File: src/hw/rtl/edps_ram.sv
// ----------------------------------------------------------------------------
// Generic RAM
// One write port and one read port, read data registered on read enable.
// ----------------------------------------------------------------------------
module edps_ram #(
  parameter int WIDTH = 8,
  parameter int DEPTH = 16
) (
  input  logic                     clk,
  input  logic                     we,
  input  logic [$clog2(DEPTH)-1:0] waddr,
  input  logic [WIDTH-1:0]         wdata,
  input  logic                     re,
  input  logic [$clog2(DEPTH)-1:0] raddr,
  output logic [WIDTH-1:0]         rdata
);

  logic [WIDTH-1:0] mem [DEPTH];

  // A read of the address being written returns the old contents.
  always_ff @(posedge clk) begin
    if (we) begin
      mem[waddr] <= wdata;
    end
    if (re) begin
      rdata <= mem[raddr];
    end
  end

endmodule

File: config.mk
export PLATFORM = sky130hd
export DESIGN_NAME = edps_ram
export DESIGN_NICKNAME = d
export VERILOG_FILES = /design/src/hw/rtl/edps_ram.sv
export SDC_FILE = /design/constraint.sdc
export NUM_CORES = 1
export LEC_CHECK = 0
export BUFFER_PORTS_ARGS = -buffer_cell sky130_fd_sc_hd__buf_4
export CAP_MARGIN = 20
export CELL_PAD_IN_SITES_DETAIL_PLACEMENT = 1
export CELL_PAD_IN_SITES_GLOBAL_PLACEMENT = 2
export CORE_UTILIZATION = 50
export CTS_BUF_LIST = sky130_fd_sc_hd__clkbuf_2
export DETAILED_ROUTE_END_ITERATION = 10
export PLACE_DENSITY = 0.82
export SYNTH_ARGS = -nofsm -noshare
export SYNTH_HDL_FRONTEND = slang
export SYNTH_SLANG_ARGS = --single-unit
File: constraint.sdc
create_clock -name clk -period 2 [get_ports clk]
set_clock_uncertainty 0.2 [all_clocks]
set_input_delay 0.1 -clock clk [delete_from_list [all_inputs] [get_ports clk]]
set_output_delay 0.1 -clock clk [all_outputs]
set_load 0.05 [all_outputs]
==> metrics.md <==
| Metric | Value |
|---|---|
| Status | `completed` |
| Mapped Cells | `229` |
| CTS tree | `built` |
| R2r endpoint | `rdata[6]$_DFFE_PP_` |
| Worst r2r src | `mem[8][6]$_DFFE_PP_` |
| Fin crit share | `92.4%` |
| Startpoint Class | `primary input` |
| Port buffer count | `26` |
| Pwr dens | `827 nW/µm²` |
| Period minus WS final | `1850 ps` |
| DP Worst Slack | `77.4 ps` |
| Synth Area in Adders | `0%` |
| Top post-synthesis cells by area | `edfxtp_1 78%, mux4_2 7.8%, mux4_1 7.0%, a22oi_1 2.3%, nor2_1 0.93%` |
| Min-Delay Path Depth | `2` |
| Max VDD drop | `359 µV` |
| Drt drc | `0` |
| Synth area leader | `edfxtp_1` |
| Via/cell ratio | `5.68` |
| Setup TNS | `0 ps` |
| Max Clk Rate | `541 MHz` |
| R2r worst-path depth | `3` |
| Root buffer cell | `clkbuf_2` |
| Final HPWL DP | `7010 µm` |
| CTS max path bufs | `2` |
| Rel. slew slack | `72.5%` |
| Critical path arrival | `2030 ps` |
| Final Setup Violations | `0` |
| Synth unique cells | `18` |
| Postcts setup bufs | `0` |
| Worst Path Required | `2180 ps` |
| CTS Buf Count | `17` |
| Synth Area in Simple Gates | `3.14%` |
| Total gr overflow | `0` |
| First-pass GRT wire length | `16,000 µm` |
| Vias | `2,569` |
| Main combinational cell family by area after synthesis | `multiplexers` |
| Core area | `9950 µm²` |
| XOR/XNOR share of the synthesized area | `0%` |
| Synth-to-Final Area Change | `16.9%` |
| Mapped Area | `5230 µm²` |
| Max stage delay on crit path | `550 ps` |
| Antenna fix cells | `0` |
| Worst Path Buf+Inv | `4` |
| Hold Vio Cnt, Final | `0` |
| Cell Rows | `36` |
| GRT Total Usage | `21.3%` |
| # hold bufs at CTS | `21` |
| CP Class | `in2reg` |
| Final WL | `10,500 µm` |
| I/O Pins | `27` |
| Die Span X | `104 µm` |
| Number of global-route vias before repair | `2,878` |
| Final Max Slew Viols | `0` |
| Compound-Gate Fraction of Synth Area | `2.30%` |
| Ys Warns | `0` |
| Die area | `10,900 µm²` |
| Endpoint class of the critical path | `flip-flop` |
| RSZ-0062 raised after global routing | `no` |
| Antenna violations before repair | `0` |
| RD Place Congestion | `0.751` |
| Final WS setup | `151 ps` |
| Mux cell area share after synthesis | `14.8%` |
| Max_cap viols | `0` |
| Worst Tran Pin Value | `412 ps` |
| Largest net degree at the start of global routing | `21` |
| Final nets | `328` |
| Leak pwr | `2.09 nW` |
| Reg2reg setup slack | `250 ps` |
| #FFs+latches synth | `136` |
| DRT Pass-1 Iters | `4` |
| H-Tree Depth | `4` |
| Worst skew pair latency | `640 ps` |
| Sequential cell area fraction in the yosys report | `78.1%` |
| Post-DR wirelength/cell | `23.2 µm` |
| Syn Area/Cell | `22.8 µm²` |
| Net count after synthesis | `248` |
| HP Class | `in2reg` |
| CP top delay family | `buffers and inverters` |
| Hold Crit Endpoint | `mem[12][0]$_DFFE_PP_` |
| Clock slew at reported path FFs | `180 ps` |
| CTS Sinks | `136` |
| Min-Delay Startpoint | `wdata[0]` |
| ANT nets after route | `0` |
| Register area | `4080 µm²` |
| Crit path cell chain | `dlygate4sd3_1 > buf_4 > nor2b_1 > dlygate4sd3_1 > buf_4 > a22oi_1 > nand2_1` |
| Fillers | `862` |
| Post-cts resize count | `0` |
| Pwr Total | `5.05 mW` |
| Initial drt markers | `135` |
| Synth top area share | `78.1%` |
| Fraction of layout cells with a size suffix above 1 | `30.1%` |
| Crit-path slowest cell | `dlygate4sd3_1` |
| Die height | `104 µm` |
| Multi-input logic area | `1060 µm²` |
| CP Max Fanout | `8` |
| Initial Util | `52.5%` |
[per-stage QoR]
step,cell area [µm²],instances,util (%),hold slack [ps]
6_report,6110,452,61.4,98.5
3_3_place_gp,5710,402,57.3,200
4_1_cts,6110,452,61.4,43.5
3_5_place_dp,5710,402,57.3,219
2_1_floorplan,5230,229,-,-1.13
5_1_grt,6110,452,61.4,50.5
[worst max-delay path by stage]
stage	start	endpoint	slack [ps]	depth (start not counted)
6_report	raddr[3]	rdata[6]$_DFFE_PP_	150	7
5_1_grt	waddr[2]	mem[11][3]$_DFFE_PP_	210	6
4_1_cts	raddr[3]	rdata[6]$_DFFE_PP_	250	7
3_5_place_dp	raddr[0]	rdata[1]$_DFFE_PP_	80	5
3_3_place_gp	raddr[0]	rdata[1]$_DFFE_PP_	140	5
2_1_floorplan	waddr[2]	mem[0][0]$_DFFE_PP_	210	2
[final cells by class]
cell class              instances  area share, %
well taps                     133           2.72
flip-flops and latches        136           66.8
clock inverters                 6           1.27
clock buffers                  23           1.88
repair buffers                 71           9.99
multi-input cells              83           17.3
[cell usage after synthesis]
library cell,count
a22oi_1,16
and2_1,1
and2b_1,1
buf_2,3
buf_4,1
buf_6,3
clkdlybuf4s25_2,3
edfxtp_1,136
mux4_1,14
mux4_2,18
nand2_1,9
nand2b_1,2
nand3_1,1
nand3b_1,2
nor2_1,13
nor2b_1,1
nor3_1,4
or3b_2,1
[cells by family (layout without fill, tap and decap cells)]
group	count (synthesis)	after routing
AOI/OAI and AO/OA	16	16
buffers and inverters	10	100
DFF	136	136
muxes	32	32
and+or+nand+nor	35	35
[layout by cell type, fill, tap and decap left out]
master,instances
bufinv_16,2
buf_12,2
nand3b_1,2
nand3_1,1
mux4_1,14
nand2_1,9
buf_4,48
and2b_1,1
nor2_1,13
nor2b_1,1
and2_1,1
nand2b_1,2
clkbuf_2,23
clkinv_2,2
or3b_2,1
nor3_1,4
clkinv_1,2
edfxtp_1,136
dlygate4sd3_1,21
mux4_2,18
a22oi_1,16
[state kept, by name, indices dropped and copies added, names as in the netlist]
| name | cells |
|---|---|
| mem | 128 |
| rdata | 8 |
[worst register-to-register path, cell delays in order (launching register included)]
cell	delay, ps
edfxtp_1	430
mux4_2	470
a22oi_1	300
nand2_1	90
[power breakdown]
part           switching (mW)  internal [mW]  total [mW]  leakage (nW)
logic                   0.221          0.176       0.397         0.719
clock network           0.857          0.572        1.43         0.135
registers              0.0207           3.21        3.23          1.24
[routing by layer]
| layer | routed length (µm) | up-vias | global-route usage (%) |
|---|---|---|---|
| li1 | - | 1139 | - |
| met1 | 4350 | 1346 | 25.9 |
| met2 | 5620 | 67 | 36.9 |
| met3 | 328 | 17 | 5.01 |
| met4 | 197 | 0 | 8.67 |
| met5 | 0 | - | 0 |
No activity file was read; power rests on OpenSTA's default activity.
