<file path="src/hw/rtl/edps_pkg.sv">
// ----------------------------------------------------------------------------
// Epoch difference package
// Field widths, codes and word types shared by the epoch difference block.
// ----------------------------------------------------------------------------
package edps_pkg;

  localparam int VALUE_WIDTH = 48;
  localparam int MAX_TYPES   = 8;
  localparam int SAT_ID_W    = 6;
  localparam int ARC_W       = 16;
  localparam int MASK_W      = 8;

  // Observation type slots, in word order.
  localparam int TYPE_CODE_PREFIT  = 0;
  localparam int TYPE_PHASE_PREFIT = 1;
  localparam int TYPE_WET_MAP      = 2;
  localparam int TYPE_C1_PREFIT    = 3;
  localparam int TYPE_P1_PREFIT    = 4;
  localparam int TYPE_P2_PREFIT    = 5;
  localparam int TYPE_L1_PREFIT    = 6;
  localparam int TYPE_L2_PREFIT    = 7;

  typedef logic signed [VALUE_WIDTH-1:0] value_t;

  typedef struct packed {
    logic [SAT_ID_W-1:0] sat_id;
    logic [ARC_W-1:0]    arc_number;
    logic [MASK_W-1:0]   present_mask;
    value_t              value_code_prefit;
    value_t              value_phase_prefit;
    value_t              value_wet_map;
    value_t              value_c1_prefit;
    value_t              value_p1_prefit;
    value_t              value_p2_prefit;
    value_t              value_l1_prefit;
    value_t              value_l2_prefit;
    logic                epoch_end;
  } obs_word_t;

  typedef struct packed {
    logic [SAT_ID_W-1:0] out_sat_id;
    logic                keep;
    value_t              diff_code_prefit;
    value_t              diff_phase_prefit;
    value_t              diff_wet_map;
    value_t              diff_c1_prefit;
    value_t              diff_p1_prefit;
    value_t              diff_p2_prefit;
    value_t              diff_l1_prefit;
    value_t              diff_l2_prefit;
    logic                out_epoch_end;
  } diff_word_t;

endpackage

</file>
<file path="src/hw/rtl/edps_sat_sub.sv">
// ----------------------------------------------------------------------------
// Saturating difference lane
// Current minus previous value, clamped to the signed value range, or zero.
// ----------------------------------------------------------------------------
module edps_sat_sub (
  input  edps_pkg::value_t cur,
  input  edps_pkg::value_t prev,
  input  logic             en,
  output edps_pkg::value_t diff
);
  import edps_pkg::*;

  localparam value_t MAX_VAL = {1'b0, {(VALUE_WIDTH-1){1'b1}}};
  localparam value_t MIN_VAL = {1'b1, {(VALUE_WIDTH-1){1'b0}}};

  logic [VALUE_WIDTH:0] wide;

  assign wide = {cur[VALUE_WIDTH-1], cur} - {prev[VALUE_WIDTH-1], prev};

  always_comb begin
    if (!en) begin
      diff = '0;
    end else if (wide[VALUE_WIDTH] != wide[VALUE_WIDTH-1]) begin
      // The sign of the extended result tells which way it ran over.
      diff = wide[VALUE_WIDTH] ? MIN_VAL : MAX_VAL;
    end else begin
      diff = wide[VALUE_WIDTH-1:0];
    end
  end

endmodule

</file>
<file path="config.mk">
export PLATFORM = sky130hd
export DESIGN_NAME = edps_sat_sub
export DESIGN_NICKNAME = d
export VERILOG_FILES = /design/src/hw/rtl/edps_pkg.sv /design/src/hw/rtl/edps_sat_sub.sv
export SDC_FILE = /design/constraint.sdc
export NUM_CORES = 1
export LEC_CHECK = 0
export CELL_PAD_IN_SITES_DETAIL_PLACEMENT = 1
export CELL_PAD_IN_SITES_GLOBAL_PLACEMENT = 1
export CORE_MARGIN = 2
export CORE_UTILIZATION = 50
export DETAILED_ROUTE_END_ITERATION = 8
export DONT_BUFFER_PORTS = 1
export PLACE_DENSITY_LB_ADDON = 0.1
export SLEW_MARGIN = 5
export SYNTH_ARGS = -nofsm -noshare
export SYNTH_HDL_FRONTEND = slang
export SYNTH_SLANG_ARGS = --single-unit
</file>
<file path="constraint.sdc">
create_clock -name vclk -period 12.44
set_input_delay 3.732 -clock vclk [all_inputs]
set_output_delay 3.732 -clock vclk [all_outputs]
set_load 0.02 [all_outputs]
</file>
==> out/qor.txt <==
Status -> completed
Post-Syn Area per Cell -> 6.57 um2
Power density cells -> 70.7 mW/mm2
Residual DRC -> 0
Vias in the first global route -> 3,688
Mapped Cells -> 527
Post-CTS Setup Bufs -> 0
Register area -> 0 um2
Vias/cell -> 6.36
RSZ-0062 raised after global routing -> no
VDD IR max -> 23.7 uV
Fin. Hold Viols -> 0
Chip Width -> 87.2 um
Post-CTS Hold Buffers -> 0
Final nets -> 650
ANT cells -> 0
Relative slew slack -> 0.332
CP Launch Type -> input pin
Worst Path Arrival -> 7.47 ns
Setup crit end kind -> output pin
Max Cap Violations -> 0
Placed inst area -> 0.00341 mm2
WHS -> 7.67 ns
Pin count of the biggest net entering global routing -> 48
Simple-gate portion of the synthesized area -> 0.189
Largest family of logic cells by synthesized area -> compound AO/OA/AOI/OAI gates
Port Buffers -> 0
Clk_buf instances -> 0
Drt initial violations -> 84
Row count -> 30
WL/cell -> 17.5 um
Share of layout cells above drive strength 1 -> 0.0498
First-pass GRT wire length -> 16,500 um
Area delta synth->final -> -1.48%
Synth Area in XOR/XNOR -> 0.106
Routed via count -> 3,702
Fmax -> 89.2 MHz
DRT Wirelength -> 10,200 um
Max FO, Critical Path -> 47
Core box area -> 0.00676 mm2
Post-synthesis compound-gate area fraction -> 0.407
Period minus WS final -> 11.21 ns
Die span in y -> 87.2 um
Yosys warnings -> 0
Total congestion overflow -> 0
Antenna-violating nets left -> 0
Die area -> 0.00761 mm2
Setup total negative slack -> 0 ns
HP Class -> in -> out
Final setup violation count -> 0
Synth Net Count -> 673
Final Instance Area -> 0.00341 mm2
Synth cell types -> 59
Hpwl dp -> 8550 um
# IOs -> 145
Total GRT Usage -> 0.254
Synth Area in Adders -> 0.179
Post-synthesis mux area share -> 0.00289
Drt pass-1 iters -> 4
Worst-Margin Slew -> 1.00 ns
Critical Path RT -> 8.71 ns
Tcrit/Tclk final -> 0.901
Pleak -> 0.00160 uW
Antenna violations before repair -> 0
Sequential cell area fraction in the yosys report -> 0
PnR worst setup slack -> 1.23 ns
Seq cells -> 0
Max Slew Vio Count -> 0
Placer congestion estimate -> 0.883
Setup Crit Path Kind -> in -> out
Initial Utilization -> 0.512
Resized cells post-CTS -> 0
Placement Setup Slack -> 1.28 ns
Synth Cell Area -> 0.00346 mm2
[final cells by class]
type	count	area, um2
inverter	61	229
tap	80	100
timing repair buffer	1	7.51
fill	951	3350
multi-input combinational	440	3070
[per-stage QoR]
step | util | power, uW | cells
detailed placement | 0.505 | 239 | 582
finish | 0.505 | 241 | 582
floorplan | - | 207 | 527
global route | 0.505 | 265 | 582
global placement | 0.505 | 234 | 582
CTS | 0.505 | 240 | 582
[where the power goes]
group,switching (uW),total [uW],internal (uW)
sequential,0,0,0
combinational,163,241,78.3
clock,0,0,0
[layout by cell type, fill, tap and decap left out, drive strengths merged, types with 6 or more instances in the layout]
cell type,instances
nand3,15
nand2,42
nor3,7
xnor2,22
o21ai,29
a31oi,8
o21bai,9
xor2,20
ha,48
o31ai,6
a21oi,100
a21o,22
a211oi,6
nor2,28
o21a,7
nand4,10
and3,7
inv,61
[synth_stat cells, types with 9 or more instances]
| cell type | instances | share of area |
|---|---|---|
| a21oi_1 | 89 | 0.13 |
| inv_1 | 61 | 0.066 |
| ha_1 | 48 | 0.17 |
| nand2_1 | 42 | 0.046 |
| nor2_1 | 28 | 0.030 |
| o21ai_0 | 27 | 0.039 |
| a21o_1 | 22 | 0.048 |
| xnor2_1 | 22 | 0.056 |
| xor2_1 | 20 | 0.051 |
| nand3_1 | 15 | 0.022 |
| a21oi_2 | 11 | 0.028 |
| clkbuf_1 | 10 | 0.011 |
| nand4_1 | 9 | 0.016 |
| o21bai_1 | 9 | 0.020 |
[final timing paths]
path	startpoint	end	slack [ns]	depth (start not counted)
worst max-delay path	cur[0]	diff[11]	1.23	13
worst min-delay path	en	diff[47]	7.67	1
[critical path, stage by stage]
cell and delay [ns]:
inv_1 0.04, ha_1 0.15, inv_1 0.05, fa_1 0.44, a211oi_1 0.29, o21ai_0 0.18
a211oi_2 0.41, o31ai_4 0.13, a31oi_1 0.40, nor4b_2 0.16, or3_1 0.35, and3_2 0.52
a21oi_1 0.61
[routing by layer]
layer,up-vias,part of all wire,track usage,wire [um]
met5,-,0,0,0
met4,0,0.013,0.0238,129
met1,1751,0.46,0.328,4690
met3,13,0.027,0.00853,280
li1,1845,-,-,-
met2,93,0.50,0.483,5090
[cells by family after synthesis]
kind of cell,count (synthesis)
simple gates,133
compound gates,215
mux,1
xor+xnor,42
buf+inv,87
fa+ha+maj,49
Power figures use the tool's default switching activity.
